--- src/pt4w_pkg.sv ---
// ----------------------------------------------------------------------------
// pt4w_pkg: shared types and constants for the four-level page table walker
// Holds command and result codes, the classified item that travels from the
// front stage to the walk engine, and the address masks of the walk.
// ----------------------------------------------------------------------------
package pt4w_pkg;

  localparam int unsigned LIN_W   = 48;
  localparam int unsigned DATA_W  = 64;
  localparam int unsigned IDX_W   = 9;
  localparam int unsigned LEVEL_W = 2;

  // default depth of the queue between front and back
  localparam int unsigned QUEUE_DEPTH_DEF = 2;

  // leaf frame bits of an entry (bits 58..12)
  localparam logic [DATA_W-1:0] LEAF_ADDR_MASK = 64'h07FF_FFFF_FFFF_F000;

  // input command codes
  typedef enum logic {
    CMD_TRANSLATE = 1'b0,
    CMD_READ_DATA = 1'b1
  } cmd_e_t;

  // result kind codes
  typedef enum logic {
    KIND_READ_REQ = 1'b0,
    KIND_DONE     = 1'b1
  } kind_e_t;

  // walk levels, top table first
  typedef enum logic [LEVEL_W-1:0] {
    LVL_PML4 = 2'd0,
    LVL_PDPT = 2'd1,
    LVL_PD   = 2'd2,
    LVL_PT   = 2'd3
  } level_e_t;

  // one classified input beat
  typedef struct packed {
    cmd_e_t              cmd;
    logic                present;    // entry bit 0
    logic                page_size;  // entry bit 7
    logic [LIN_W-1:0]    lin;
    logic [DATA_W-1:0]   entry;
  } item_t;

endpackage

--- src/pt4w_front.sv ---
// ----------------------------------------------------------------------------
// pt4w_front: input stage of the walker
// Accepts one beat per cycle, decodes command and entry flags into an item,
// and hands it to the queue. Stalls only while its item cannot enter the queue.
// ----------------------------------------------------------------------------
module pt4w_front import pt4w_pkg::*; (
  input  logic              clk,
  input  logic              rst_n,
  input  logic              in_valid,
  output logic              in_stall,
  input  logic              in_command,
  input  logic [LIN_W-1:0]  in_linear_address,
  input  logic [DATA_W-1:0] in_read_data,
  output logic              push,
  output item_t             push_item,
  input  logic              q_full
);

  logic  valid_r, valid_nxt;
  item_t item_r;
  logic  accept;

  // hold the item while the queue is full
  assign in_stall  = valid_r & q_full;
  assign accept    = in_valid & ~in_stall;
  assign push      = valid_r & ~q_full;
  assign push_item = item_r;
  assign valid_nxt = (valid_r & ~push) | accept;

  always_ff @(posedge clk) begin
    if (!rst_n) begin
      valid_r <= 1'b0;
    end else begin
      valid_r <= valid_nxt;
    end
  end

  // classify the beat as it is taken
  always_ff @(posedge clk) begin
    if (accept) begin
      item_r.cmd       <= cmd_e_t'(in_command);
      item_r.present   <= in_read_data[0];
      item_r.page_size <= in_read_data[7];
      item_r.lin       <= in_linear_address;
      item_r.entry     <= in_read_data;
    end
  end

endmodule

--- src/pt4w_fifo.sv ---
// ----------------------------------------------------------------------------
// pt4w_fifo: short item queue between front stage and walk engine
// Flop-based circular buffer; the head item is visible while not empty.
// ----------------------------------------------------------------------------
module pt4w_fifo import pt4w_pkg::*; #(
  parameter int unsigned DEPTH = QUEUE_DEPTH_DEF
) (
  input  logic  clk,
  input  logic  rst_n,
  input  logic  push,
  input  item_t push_item,
  output logic  full,
  input  logic  pop,
  output logic  empty,
  output item_t head_item
);

  localparam int unsigned PTR_W = (DEPTH > 1) ? $clog2(DEPTH) : 1;
  localparam int unsigned CNT_W = $clog2(DEPTH + 1);
  localparam logic [PTR_W-1:0] LAST_PTR = PTR_W'(DEPTH - 1);
  localparam logic [CNT_W-1:0] FULL_CNT = CNT_W'(DEPTH);

  item_t            mem_r [DEPTH];
  logic [PTR_W-1:0] wr_ptr_r, wr_ptr_nxt;
  logic [PTR_W-1:0] rd_ptr_r, rd_ptr_nxt;
  logic [CNT_W-1:0] count_r, count_nxt;
  logic             push_ok, pop_ok;

  assign full      = (count_r == FULL_CNT);
  assign empty     = (count_r == '0);
  assign push_ok   = push & ~full;
  assign pop_ok    = pop & ~empty;
  assign head_item = mem_r[rd_ptr_r];

  // advance pointers and count
  always_comb begin
    wr_ptr_nxt = wr_ptr_r;
    rd_ptr_nxt = rd_ptr_r;
    count_nxt  = count_r;
    if (push_ok) begin
      wr_ptr_nxt = (wr_ptr_r == LAST_PTR) ? '0 : wr_ptr_r + 1'b1;
    end
    if (pop_ok) begin
      rd_ptr_nxt = (rd_ptr_r == LAST_PTR) ? '0 : rd_ptr_r + 1'b1;
    end
    case ({push_ok, pop_ok})
      2'b10:   count_nxt = count_r + 1'b1;
      2'b01:   count_nxt = count_r - 1'b1;
      default: count_nxt = count_r;
    endcase
  end

  always_ff @(posedge clk) begin
    if (!rst_n) begin
      wr_ptr_r <= '0;
      rd_ptr_r <= '0;
      count_r  <= '0;
    end else begin
      wr_ptr_r <= wr_ptr_nxt;
      rd_ptr_r <= rd_ptr_nxt;
      count_r  <= count_nxt;
    end
  end

  // store the pushed item
  always_ff @(posedge clk) begin
    if (push_ok) begin
      mem_r[wr_ptr_r] <= push_item;
    end
  end

endmodule

--- src/pt4w_back.sv ---
// ----------------------------------------------------------------------------
// pt4w_back: walk engine
// Takes one queued item per cycle while the output is free, steps the walk
// state, loads the output register, and drops items that cause no result.
// ----------------------------------------------------------------------------
module pt4w_back import pt4w_pkg::*; (
  input  logic              clk,
  input  logic              rst_n,
  input  logic              cfg_wr_en,
  input  logic [DATA_W-1:0] cfg_wr_data,
  input  logic              q_empty,
  input  item_t             head_item,
  output logic              pop,
  output logic              out_valid,
  input  logic              out_stall,
  output logic              out_kind,
  output logic [DATA_W-1:0] out_address,
  output logic              out_fault
);

  logic [DATA_W-1:0] root_base_r;
  logic              busy_r, busy_nxt;
  level_e_t          level_r, level_nxt;
  logic [LIN_W-1:0]  saved_lin_r, saved_lin_nxt;

  logic              out_valid_r, out_valid_nxt;
  kind_e_t           out_kind_r, out_kind_nxt;
  logic [DATA_W-1:0] out_addr_r, out_addr_nxt;
  logic              out_fault_r, out_fault_nxt;

  logic              out_free;
  logic              emit;
  level_e_t          next_level;
  logic [IDX_W-1:0]  next_idx;
  logic [IDX_W-1:0]  top_idx;
  logic [DATA_W-1:0] leaf_offset;
  logic              is_leaf;
  logic [DATA_W-1:0] leaf_addr;

  assign out_free = ~out_valid_r | ~out_stall;
  assign pop      = ~q_empty & out_free;

  // table index of the level below the current one
  assign next_level = level_e_t'(level_r + 1'b1);
  assign top_idx    = head_item.lin[47:39];

  always_comb begin
    unique case (next_level)
      LVL_PML4: next_idx = saved_lin_r[47:39];
      LVL_PDPT: next_idx = saved_lin_r[38:30];
      LVL_PD:   next_idx = saved_lin_r[29:21];
      LVL_PT:   next_idx = saved_lin_r[20:12];
      default:  next_idx = saved_lin_r[20:12];
    endcase
  end

  // leaf decode: page size by level and the page size bit
  always_comb begin
    is_leaf     = 1'b0;
    leaf_offset = '0;
    unique case (level_r)
      LVL_PDPT: begin
        if (head_item.page_size) begin
          is_leaf     = 1'b1;
          leaf_offset = {{(DATA_W-30){1'b0}}, saved_lin_r[29:0]};
        end
      end
      LVL_PD: begin
        if (head_item.page_size) begin
          is_leaf     = 1'b1;
          leaf_offset = {{(DATA_W-21){1'b0}}, saved_lin_r[20:0]};
        end
      end
      LVL_PT: begin
        is_leaf     = 1'b1;
        leaf_offset = {{(DATA_W-12){1'b0}}, saved_lin_r[11:0]};
      end
      default: begin
        is_leaf     = 1'b0;
        leaf_offset = '0;
      end
    endcase
  end

  assign leaf_addr = (head_item.entry & LEAF_ADDR_MASK) + leaf_offset;

  // step the walk for the head item
  always_comb begin
    busy_nxt      = busy_r;
    level_nxt     = level_r;
    saved_lin_nxt = saved_lin_r;
    emit          = 1'b0;
    out_kind_nxt  = out_kind_r;
    out_addr_nxt  = out_addr_r;
    out_fault_nxt = out_fault_r;
    if (pop) begin
      unique case (head_item.cmd)
        CMD_TRANSLATE: begin
          if (!busy_r) begin
            busy_nxt      = 1'b1;
            level_nxt     = LVL_PML4;
            saved_lin_nxt = head_item.lin;
            emit          = 1'b1;
            out_kind_nxt  = KIND_READ_REQ;
            out_addr_nxt  = {root_base_r[DATA_W-1:12], top_idx, 3'b000};
            out_fault_nxt = 1'b0;
          end
        end
        CMD_READ_DATA: begin
          if (busy_r) begin
            emit = 1'b1;
            if (!head_item.present) begin
              busy_nxt      = 1'b0;
              level_nxt     = LVL_PML4;
              out_kind_nxt  = KIND_DONE;
              out_addr_nxt  = '0;
              out_fault_nxt = 1'b1;
            end else if (is_leaf) begin
              busy_nxt      = 1'b0;
              level_nxt     = LVL_PML4;
              out_kind_nxt  = KIND_DONE;
              out_addr_nxt  = leaf_addr;
              out_fault_nxt = 1'b0;
            end else begin
              level_nxt     = next_level;
              out_kind_nxt  = KIND_READ_REQ;
              out_addr_nxt  = {head_item.entry[DATA_W-1:12], next_idx, 3'b000};
              out_fault_nxt = 1'b0;
            end
          end
        end
        default: emit = 1'b0;
      endcase
    end
  end

  // keep a waiting result, load a new one, or drop the slot once taken
  assign out_valid_nxt = emit | (out_valid_r & out_stall);

  always_ff @(posedge clk) begin
    if (!rst_n) begin
      root_base_r <= '0;
      busy_r      <= 1'b0;
      level_r     <= LVL_PML4;
      saved_lin_r <= '0;
      out_valid_r <= 1'b0;
    end else begin
      if (cfg_wr_en) begin
        root_base_r <= cfg_wr_data;
      end
      busy_r      <= busy_nxt;
      level_r     <= level_nxt;
      saved_lin_r <= saved_lin_nxt;
      out_valid_r <= out_valid_nxt;
    end
  end

  // result payload
  always_ff @(posedge clk) begin
    if (emit) begin
      out_kind_r  <= out_kind_nxt;
      out_addr_r  <= out_addr_nxt;
      out_fault_r <= out_fault_nxt;
    end
  end

  assign out_valid   = out_valid_r;
  assign out_kind    = out_kind_r;
  assign out_address = out_addr_r;
  assign out_fault   = out_fault_r;

endmodule

--- src/four_level_page_table_walker.sv ---
// ----------------------------------------------------------------------------
// four_level_page_table_walker: 48-bit four-level page table walker
//
//   channel | direction | handshake           | beat contents
//   in      | input     | in_valid / in_stall | command, linear address, read data
//   out     | output    | out_valid/out_stall | kind, address, fault
//   cfg     | input     | cfg_wr_en           | root table base
//
// Takes one beat per cycle unless stalled; each beat passes the front
// register, then a queue entry, then the walk engine and its output register.
// Beats that cause no result (request while walking, data while idle) are
// dropped in the walk engine after they pass through the queue.
// Reset is synchronous and clears the walk state, the queue and the root base.
// An output stall fills the queue first; the input stalls once it is full.
// ----------------------------------------------------------------------------
module four_level_page_table_walker import pt4w_pkg::*; #(
  parameter int unsigned QUEUE_DEPTH = QUEUE_DEPTH_DEF
) (
  input  logic              clk,
  input  logic              rst_n,
  input  logic              cfg_wr_en,
  input  logic [DATA_W-1:0] cfg_wr_data,
  input  logic              in_valid,
  output logic              in_stall,
  input  logic              in_command,
  input  logic [LIN_W-1:0]  in_linear_address,
  input  logic [DATA_W-1:0] in_read_data,
  output logic              out_valid,
  input  logic              out_stall,
  output logic              out_kind,
  output logic [DATA_W-1:0] out_address,
  output logic              out_fault
);

  logic  push, q_full, q_empty, pop;
  item_t push_item, head_item;

  // decode and register input beats
  pt4w_front u_front (
    .clk              (clk),
    .rst_n            (rst_n),
    .in_valid         (in_valid),
    .in_stall         (in_stall),
    .in_command       (in_command),
    .in_linear_address(in_linear_address),
    .in_read_data     (in_read_data),
    .push             (push),
    .push_item        (push_item),
    .q_full           (q_full)
  );

  // decouple front and walk engine
  pt4w_fifo #(
    .DEPTH(QUEUE_DEPTH)
  ) u_fifo (
    .clk      (clk),
    .rst_n    (rst_n),
    .push     (push),
    .push_item(push_item),
    .full     (q_full),
    .pop      (pop),
    .empty    (q_empty),
    .head_item(head_item)
  );

  // walk state and result register
  pt4w_back u_back (
    .clk        (clk),
    .rst_n      (rst_n),
    .cfg_wr_en  (cfg_wr_en),
    .cfg_wr_data(cfg_wr_data),
    .q_empty    (q_empty),
    .head_item  (head_item),
    .pop        (pop),
    .out_valid  (out_valid),
    .out_stall  (out_stall),
    .out_kind   (out_kind),
    .out_address(out_address),
    .out_fault  (out_fault)
  );

endmodule

--- config.mk ---
export PLATFORM = sky130hd
export DESIGN_NAME = four_level_page_table_walker
export DESIGN_NICKNAME = d
export VERILOG_FILES = /design/src/pt4w_pkg.sv /design/src/pt4w_front.sv /design/src/pt4w_fifo.sv /design/src/pt4w_back.sv /design/src/four_level_page_table_walker.sv
export SDC_FILE = /design/constraint.sdc
export NUM_CORES = 1
export LEC_CHECK = 0
export BUFFER_PORTS_ARGS = -buffer_cell sky130_fd_sc_hd__buf_4
export CAP_MARGIN = 10
export CORE_MARGIN = 5
export CORE_UTILIZATION = 25
export CTS_CLUSTER_DIAMETER = 120
export DETAILED_ROUTE_END_ITERATION = 12
export PLACE_DENSITY = 0.44
export SYNTH_ARGS = -nofsm -noshare
export SYNTH_HDL_FRONTEND = slang
export SYNTH_SLANG_ARGS = --single-unit
--- constraint.sdc ---
create_clock -name clk -period 7.9 [get_ports clk]
set_clock_uncertainty 0.15 [all_clocks]
set_input_delay 0.79 -clock clk [delete_from_list [all_inputs] [get_ports clk]]
set_output_delay 0.79 -clock clk [all_outputs]
set_load 0.005 [all_outputs]
==> reports/metrics.yaml, run 1 <==
n_fill_cell: 7886
synth.top_cell.area_share_pct: 57.5
p_int_w: 0.00525
cts-buffers-inserted: 57
core-area_sq_um: 77600
relSlewSlack_pct: 24.5
drt_iter0_drc: 603
synth_edf_count: 375
layout.nets: 1826
die_w_microns: 290
max-cap-violations: 0
yosys-top-cells-count: "edfxtp_1 (375), nand2_1 (138), mux2i_1 (132), dfxtp_1 (110), nor2b_1 (60)"
p_clk_share_pct: 35.0
globalRouteOverflowTotal: 0
finalMaxSlewViolations: 0
postCtsHoldBufs: 0
root_buffer: "clkbuf_16"
cts_buffer_depth: 3
postCtsSetupBuffers: 0
synth_ff_type: "edfxtp_1"
setup_viol: 0
p_leak_nw: 9.18
combPwrFrac_pct: 19.5
cts_tree: "built"
syn_inst: 1379
avgViaCountPerCell: 4.41
clk_latency_ps: 630
worst_pin_slew_ps: 1130
synth.most_common_cell: "edfxtp_1"
critPathKind: "reg2reg"
worstPathRequired_ps: 8130
path_max_fanout: 14
track_usage_pct: 12.4
antenna_found_initial: 7
route.detailed.drc: 0
path_cells: "inv_1 > ha_1 > nor2_1 > nor3_1 > and2_1 > ha_1 > inv_1 > fa_1 > nand2b_1 > a2111oi_2 > o211ai_1 > a31oi_1 > buf_4 > o2111ai_1 > or3_1 > a32o_1"
seq_area_frac_synth_pct: 68.8
hpwl_mm: 36.2
synthToLayoutAreaGrowth_pct: 24.4
wirelength_mm: 54.0
gp_congestion: 0.815
fmax_mhz: 199
hold_path_class: "in2reg"
initial_utilization_pct: 25.2
htree_levels: 2
max-vdd-ir-drop_uv: 155
grt_pass1_vias: 12702
ys.warnings.count: 0
critPathCaptureType: "flop"
final_cells: 2709
num_vias: 11956
fin_area_sq_um: 24400
grt_max_degree: 97
rsz0062_at_grt: "no"
switching_share_pct: 28.8
final.period_utilization_pct: 63.5
finalCriticalPeriod_ps: 5020
routedWlPerCell_microns: 19.9
fin_total_pwr_w: 0.00737
syn_nets: 1589
grt_pass1_wl_mm: 80.3
power.switching_w: 0.00212
num_rows: 102
placed_cells_incl_taps: 2597
cts_resized: 0
cp_slowest_cell: "nor3_1"
status: "finished, final reports clean"
firstDrtPassIters: 6
ys_ff_latch: 485
yosysUniqueCellTypes: 56
tns_ps: 0
drive_gt1_share_pct: 22.6
place_area_sq_um: 22500
port_buffers: 227
finalHoldViolCount: 0
synth_area_sq_um: 19600
power_density_nw_per_um2: 302
synthArstFlopShare_pct: 0
seqPwrFrac_pct: 45.5
die_area_sq_um: 84000
whs_ps: 184
worst_setup_path_start_kind: "flop"
worstPathArrival_ps: 5250
yosysTopAreaCell: "edfxtp_1"
yosys-top-cells-area: "edfxtp_1 (58%), dfxtp_1 (11%), mux2i_1 (6.7%)"
boundaryPins: 250
cts_sinks: 485
die_h_microns: 290
crit_path_max_incr_delay_ps: 530
clk_pin_slew_ps: 60
synth_area_per_cell_sq_um: 14.2
antenna_left: 0
## flip-flops by register name, summed over array words and instances, names as in the netlist, 2 cells and up, named ones only
name and flops:
u_back.level_r 2, u_back.out_address 64, u_back.root_base_r 52, u_back.saved_lin_r 48, u_fifo.count_r 2, u_fifo.mem_r 206
u_front.push_item 103
## layer usage
metal	routed length, microns	track usage [%]	vias to the layer above
li1	-	-	5691
met1	24400	16.3	5870
met2	25400	20.6	306
met3	2910	2.88	81
met4	1120	3.24	8
met5	53	0	-
## cell families after synthesis
kind of cell	Yosys count	share of synthesized area, %
compound gates	231	8.60
xor+xnor	41	1.83
fa+ha+maj	28	1.83
buf+inv	87	1.85
flops	485	68.8
mux	156	8.13
simple gates	351	9.00
## stage by stage
step	utilization, %	worst slack, ps
2_1_floorplan	-	1900
3_3_place_gp	29.0	2930
3_5_place_dp	29.0	2850
4_1_cts	31.4	2830
5_1_grt	31.4	2500
6_report	31.4	2880
## placed cells by master (no fill, tap or decap), types with 9 or more instances in the layout
cell type / synthesis / routed
clkbuf_16: 0 / 57
o221ai_1: 9 / 9
nor3_1: 9 / 9
mux2i_1: 132 / 132
xnor2_1: 27 / 27
a222oi_1: 10 / 10
xor2_1: 14 / 14
and2_1: 30 / 29
nor2b_1: 60 / 59
nand2_1: 138 / 138
nand3_1: 33 / 33
mux2_2: 24 / 24
a21oi_1: 45 / 44
ha_1: 27 / 27
nor2_1: 39 / 37
clkbuf_1: 51 / 11
dfxtp_1: 110 / 109
o21ai_0: 57 / 57
clkinv_1: 0 / 9
o211ai_1: 16 / 16
o211a_1: 48 / 48
nand3b_1: 10 / 10
clkinv_2: 0 / 14
buf_4: 0 / 247
inv_1: 18 / 16
edfxtp_1: 375 / 375
## critical path, delay by kind of cell, from the launching register on
family / cells / cell delay [ps]
AOI/OAI and AO/OA: 5 / 1300
adders and majority gates: 3 / 970
buffers and inverters: 3 / 470
DFF: 1 / 380
and+or+nand+nor: 5 / 1470
## power by group through the flow
| stage | sequential, W | combinational, W | clock (W) |
|---|---|---|---|
| after global routing | 0.00339 | 0.00158 | 0.00277 |
| after global placement | 0.00341 | 0.00147 | 0 |
| after CTS | 0.00336 | 0.00149 | 0.00267 |
| final | 0.00335 | 0.00143 | 0.00258 |
| after detailed placement | 0.00341 | 0.00148 | 0 |
| after floorplan | 0.00334 | 0.000925 | 0 |
## worst paths after layout
check | cells after the start | to | start | slack, ps
worst min register to register | 0 | u_fifo.mem_r[1][23] | u_front.push_item[23] | 280
worst min-delay path | 1 | u_front.push_item[92] | in_linear_address[28] | 180
worst max-delay path | 16 | u_back.out_address[54] | u_back.level_r[0] | 2880
worst max register to register | 16 | u_back.out_address[54] | u_back.level_r[0] | 2880
## layout make-up
type	count	area [sq um]	share of cell area, %
sequential	485	13500	55.3
multi-input combinational	807	5780	23.7
timing repair buffer	247	1850	7.61
clock buffer	74	1550	6.36
tap	1040	1300	5.34
clock inverter	34	322	1.32
inverter	18	68.8	0.283
antenna	4	10.0	0.0411
Power figures use the tool's default switching activity.
==> run 2: changes to the inputs <==
==> constraint.sdc (replaced) <==
create_clock -name clk -period 4.8 [get_ports clk]
set_clock_uncertainty 0.15 [all_clocks]
set_input_delay 0.48 -clock clk [delete_from_list [all_inputs] [get_ports clk]]
set_output_delay 0.48 -clock clk [all_outputs]
set_load 0.005 [all_outputs]
==> reports/metrics.yaml, run 2 (synthesized netlist as in run 1, its figures left out) <==
postCtsSetupBuffers: 0  # unchanged
routedWlPerCell_microns: 19.0  # -4.7%
htree_levels: 2  # unchanged
worstPathRequired_ps: 5020  # -3110 ps
tns_ps: 0  # unchanged
path_cells: "inv_1 > ha_1 > nor2_1 > nor3_1 > and2_1 > ha_1 > inv_1 > fa_1 > nand2b_1 > a2111oi_2 > o211ai_1 > a31oi_2 > buf_4 > o2111ai_1 > or3_1 > a32o_1"
relSlewSlack_pct: 35.7  # +11 points
critPathKind: "reg2reg"
drive_gt1_share_pct: 21.4  # -1.2 points
max-vdd-ir-drop_uv: 258  # +67%
num_rows: 102  # unchanged
critPathCaptureType: "flop"
globalRouteOverflowTotal: 0  # unchanged
critPathBufInv: 3  # unchanged
grt_pass1_wl_mm: 82.0  # +2.0%
status: "finished, final reports clean"
path_max_fanout: 10  # -4
largest_reg_flops: 206  # unchanged
antenna_left: 0  # unchanged
p_leak_nw: 9.90  # +7.9%
clk_pin_slew_ps: 60  # about the same
finalMaxSlewViolations: 0  # unchanged
layout_commonest_cell: "edfxtp_1"
crit_path_max_incr_delay_ps: 430  # -100 ps
initial_utilization_pct: 25.2  # unchanged
worst_pin_slew_ps: 962  # -166 ps
cp_slowest_cell: "a2111oi_2"
path_delay_family: "compound AO/OA/AOI/OAI gates"
hpwl_mm: 36.9  # +2.1%
fin_total_pwr_w: 0.0123  # +67%
clk_latency_ps: 610  # -20 ps
hold_path_class: "in2reg"
boundaryPins: 250  # unchanged
root_buffer: "clkbuf_16"
top_register: "u_fifo.mem_r"
grt_max_degree: 104  # +7.2%
cts_buffer_depth: 3  # unchanged
cts_tree: "built"
reg2reg_slack_ps: 350  # -2540 ps
port_buffers: 227  # unchanged
avgViaCountPerCell: 4.34  # -1.7%
die_area_sq_um: 84000  # unchanged
gp_congestion: 0.826  # +1.3%
wirelength_mm: 54.7  # +1.4%
setup_viol: 0  # unchanged
drt_iter0_drc: 694  # +15%
fin_util_pct: 33.6  # +2.2 points
cts_sinks: 485  # unchanged
finalHoldViolCount: 0  # unchanged
worst_setup_path_start_kind: "flop"
num_vias: 12494  # +4.5%
rsz0062_at_grt: "no"
cts_resized: 0  # unchanged
die_w_microns: 290  # unchanged
layout_common_cells: "edfxtp_1 (375), buf_4 (258), dlygate4sd3_1 (156)"
track_usage_pct: 12.6  # +0.28 points
firstDrtPassIters: 9  # +3
worstPathArrival_ps: 4670  # -580 ps
fmax_mhz: 224  # +13%
cts-buffers-inserted: 57  # unchanged
layout.nets: 1996  # +9.3%
finalCriticalPeriod_ps: 4450  # -564 ps
route.detailed.drc: 0  # unchanged
power_density_nw_per_um2: 471  # +56%
max-cap-violations: 0  # unchanged
grt_pass1_vias: 13096  # +3.1%
die_h_microns: 290  # unchanged
core-area_sq_um: 77600  # unchanged
antenna_found_initial: 3  # -4
final.period_utilization_pct: 92.8  # +29 points
synthToLayoutAreaGrowth_pct: 33.1
## run 2: path summary, 6_finish.rpt
| kind | to | cells after the start | startpoint |
|---|---|---|---|
| setup / recovery | u_back.out_address[54] | 16 | u_back.level_r[0] |
| hold / removal | u_back.out_valid | 3 | out_stall |
| setup reg to reg | u_back.out_address[54] | 16 | u_back.level_r[0] |
| hold reg to reg | u_fifo.mem_r[1][18] | 0 | u_front.push_item[18] |
## run 2: what timing repair did
item,4_1_cts,5_1_grt
hold buffers,156,0
setup endpoints to repair,0,0
hold endpoints to repair,156,0
## run 2: stage by stage
stage | instances | setup WS [ps] | hold slack (ps) | area, sq um
final | 2880 | 345 | 165 | 26100
after global routing | 2875 | 7.36 | 163 | 26000
after CTS | 2875 | 319 | 104 | 26000
after detailed placement | 2611 | 323 | 280 | 22600
after global placement | 2611 | 399 | 273 | 22600
after floorplan | 1379 | 345 | 271 | 19600
## run 2: layer usage
metal,vias to the layer above,wire (microns),global-route usage (%)
met5,-,0,0
met4,0,1030,3.07
met3,74,2730,2.45
met2,309,25300,20.8
met1,6086,25600,17.3
li1,6025,-,-
## run 2: area by class of cell
| class | instances | area (sq um) |
|---|---|---|
| antenna | 5 | 12.5 |
| clock buffer | 80 | 1590 |
| clock inverter | 28 | 262 |
| fill | 7705 | 51500 |
| inverter | 18 | 68.8 |
| multi-input combinational | 807 | 5790 |
| sequential | 485 | 13500 |
| tap | 1040 | 1300 |
| timing repair buffer | 417 | 3560 |
## run 2: worst min-delay path, cell delays in order
cell and delay (ps):
buf_4 110, nand2_1 90, a21boi_0 170
## run 2: report_power, final
| part | switching [W] | leakage, nW | internal [W] |
|---|---|---|---|
| Sequential | 0.000328 | 4.42 | 0.00520 |
| Clock | 0.00173 | 0.915 | 0.00249 |
| Combinational | 0.00144 | 4.56 | 0.00109 |
==> run 3: changes to the inputs <==
--- a/config.mk
+++ b/config.mk
@@ -12,6 +12,7 @@
 export CTS_CLUSTER_DIAMETER = 120
 export DETAILED_ROUTE_END_ITERATION = 12
 export PLACE_DENSITY = 0.44
+export RECOVER_POWER = 100
 export SYNTH_ARGS = -nofsm -noshare
 export SYNTH_HDL_FRONTEND = slang
 export SYNTH_SLANG_ARGS = --single-unit
==> reports/metrics.yaml, run 3 (synthesized netlist as in run 1, its figures left out) <==
initial_utilization_pct: 25.2  # unchanged
port_buffers: 227  # unchanged
antenna_found_initial: 3  # unchanged
layout.nets: 1996  # unchanged
hold_path_class: "in2reg"
die_w_microns: 290  # unchanged
cts-buffers-inserted: 57  # unchanged
crit_path_max_incr_delay_ps: 450  # +20 ps
reg2reg_slack_ps: 330  # -20 ps
final.period_utilization_pct: 93.2  # +0.36 points
p_leak_nw: 9.68  # -2.2%
worstPathArrival_ps: 4690  # +20 ps
core-area_sq_um: 77600  # unchanged
die_area_sq_um: 84000  # unchanged
cp_slowest_cell: "a2111oi_2"
relSlewSlack_pct: -113  # -150 points
placed_cells_incl_taps: 2611  # unchanged
worstPathRequired_ps: 5020  # about the same
num_rows: 102  # unchanged
globalRouteOverflowTotal: 0  # unchanged
p_int_w: 0.00874  # -0.46%
layout_commonest_cell: "edfxtp_1"
firstDrtPassIters: 7  # -2
cts_buffer_depth: 3  # unchanged
die_h_microns: 290  # unchanged
critPathBufInv: 3  # unchanged
max-cap-violations: 5  # +5
cts_sinks: 485  # unchanged
finalMaxSlewViolations: 240  # +240
tns_ps: 0  # unchanged
drive_gt1_share_pct: 18.6  # -2.8 points
whs_ps: 167  # +2.03 ps
power.switching_w: 0.00349  # -0.11%
worst_setup_path_start_kind: "flop"
power_density_nw_per_um2: 474  # +0.59%
gp_congestion: 0.826  # unchanged
root_buffer: "clkbuf_16"
switching_share_pct: 28.6  # +0.070 points
synthToLayoutAreaGrowth_pct: 31.8
combPwrFrac_pct: 20.2  # -0.4 points
path_max_fanout: 10  # unchanged
top_register: "u_fifo.mem_r"
largest_reg_flops: 206  # unchanged
critPathKind: "reg2reg"
antenna_left: 0  # unchanged
cp.depth: 16  # unchanged
route.detailed.drc: 0  # unchanged
clk_pin_slew_ps: 60  # about the same
rsz0062_at_grt: "no"
routedWlPerCell_microns: 19.0  # about the same
grt_max_degree: 104  # unchanged
path_delay_family: "compound AO/OA/AOI/OAI gates"
worst_pin_slew_ps: 3190  # +2230 ps
failed_checks: "capacitance limit, slew limit"
max-vdd-ir-drop_uv: 244  # -5.5%
hpwl_mm: 36.9  # unchanged
fmax_mhz: 224  # -0.38%
grt_pass1_wl_mm: 82.0  # unchanged
num_vias: 12469  # -0.20%
htree_levels: 2  # unchanged
drt_iter0_drc: 737  # +6.2%
final_cells: 2878  # -0.069%
grt_pass1_vias: 13096  # unchanged
finalCriticalPeriod_ps: 4470  # +17.2 ps
track_usage_pct: 12.6  # unchanged
hold_depth: 3  # unchanged
wirelength_mm: 54.6  # -0.15%
boundaryPins: 250  # unchanged
seqPwrFrac_pct: 45.3  # +0.3 points
avgViaCountPerCell: 4.33  # -0.13%
critPathCaptureType: "flop"
clk_latency_ps: 610  # about the same
r2r_cells: 16  # unchanged
cts_tree: "built"
layout_common_cells: "edfxtp_1 (375), dlygate4sd3_1 (156), nand2_1 (138)"
status: "finished with violations"
setup_viol: 0  # unchanged
finalHoldViolCount: 0  # unchanged
p_clk_share_pct: 34.5  # about the same
path_cells: "inv_1 > ha_1 > nor2_1 > nor3_1 > and2_1 > ha_1 > inv_1 > fa_1 > nand2b_1 > a2111oi_2 > o211ai_1 > a31oi_2 > buf_4 > o2111ai_1 > or3_1 > a32o_1"
## run 3: changes by cell type in the layout (fill, tap and decap cells not counted), sizes merged
cell,before,now
buf,261,72
clkbuf,80,269
diode,5,3
## run 3: worst paths after layout
| path | start | endpoint |
|---|---|---|
| min reg2reg | u_front.push_item[53] | u_fifo.mem_r[1][53] |
| max | u_back.level_r[0] | u_back.out_address[54] |
| max reg2reg | u_back.level_r[0] | u_back.out_address[54] |
| min | out_stall | u_back.out_valid |
## run 3: area by class of cell
cell class	instances	area, sq um
antenna	3	7.51
clock buffer	80	1590
multi-input combinational	807	5760
tap	1040	1300
clock inverter	28	262
sequential	485	13500
timing repair buffer	417	3350
fill	7749	51800
inverter	18	68.8
## run 3: through the flow
step	setup WS (ps)	cell area, sq um	power, W	util [%]
after global placement	399	22600	0.00808	29.2
after floorplan	345	19600	0.00700	-
after detailed placement	323	22600	0.00812	29.2
after CTS	319	26000	0.0125	33.6
after global routing	6.79	25800	0.0129	33.3
final	328	25800	0.0122	33.3
## run 3: repair_timing
item / in CTS / in global routing
resized for setup: 0 / 0
hold buffers: 156 / 0
setup buffers: 0 / 0
setup endpoints to repair: 0 / 0
hold endpoints to repair: 156 / 0
## run 3: routing by layer
| layer | share of wire, % | track usage [%] |
|---|---|---|
| met5 | 0 | 0 |
| met3 | 4.7 | 2.45 |
| met1 | 47 | 17.3 |
| met2 | 46 | 20.8 |
| met4 | 1.7 | 3.07 |
## run 3: power groups by stage
stage | Combinational [W] | Clock [W] | Sequential (W)
after floorplan | 0.00152 | 0 | 0.00548
after global placement | 0.00246 | 0 | 0.00561
after CTS | 0.00261 | 0.00439 | 0.00554
after detailed placement | 0.00250 | 0 | 0.00562
after global routing | 0.00274 | 0.00455 | 0.00559
final | 0.00247 | 0.00422 | 0.00554
## run 3: worst reg2reg max path: stages, from the launching register on
cell and delay (ps):
dfxtp_1 370, inv_1 140, ha_1 380, nor2_1 120, nor3_1 200, and2_1 160
ha_1 200, inv_1 70, fa_1 390, nand2b_1 220, a2111oi_2 450, o211ai_1 220
a31oi_2 190, buf_4 190, o2111ai_1 180, or3_1 360, a32o_1 250
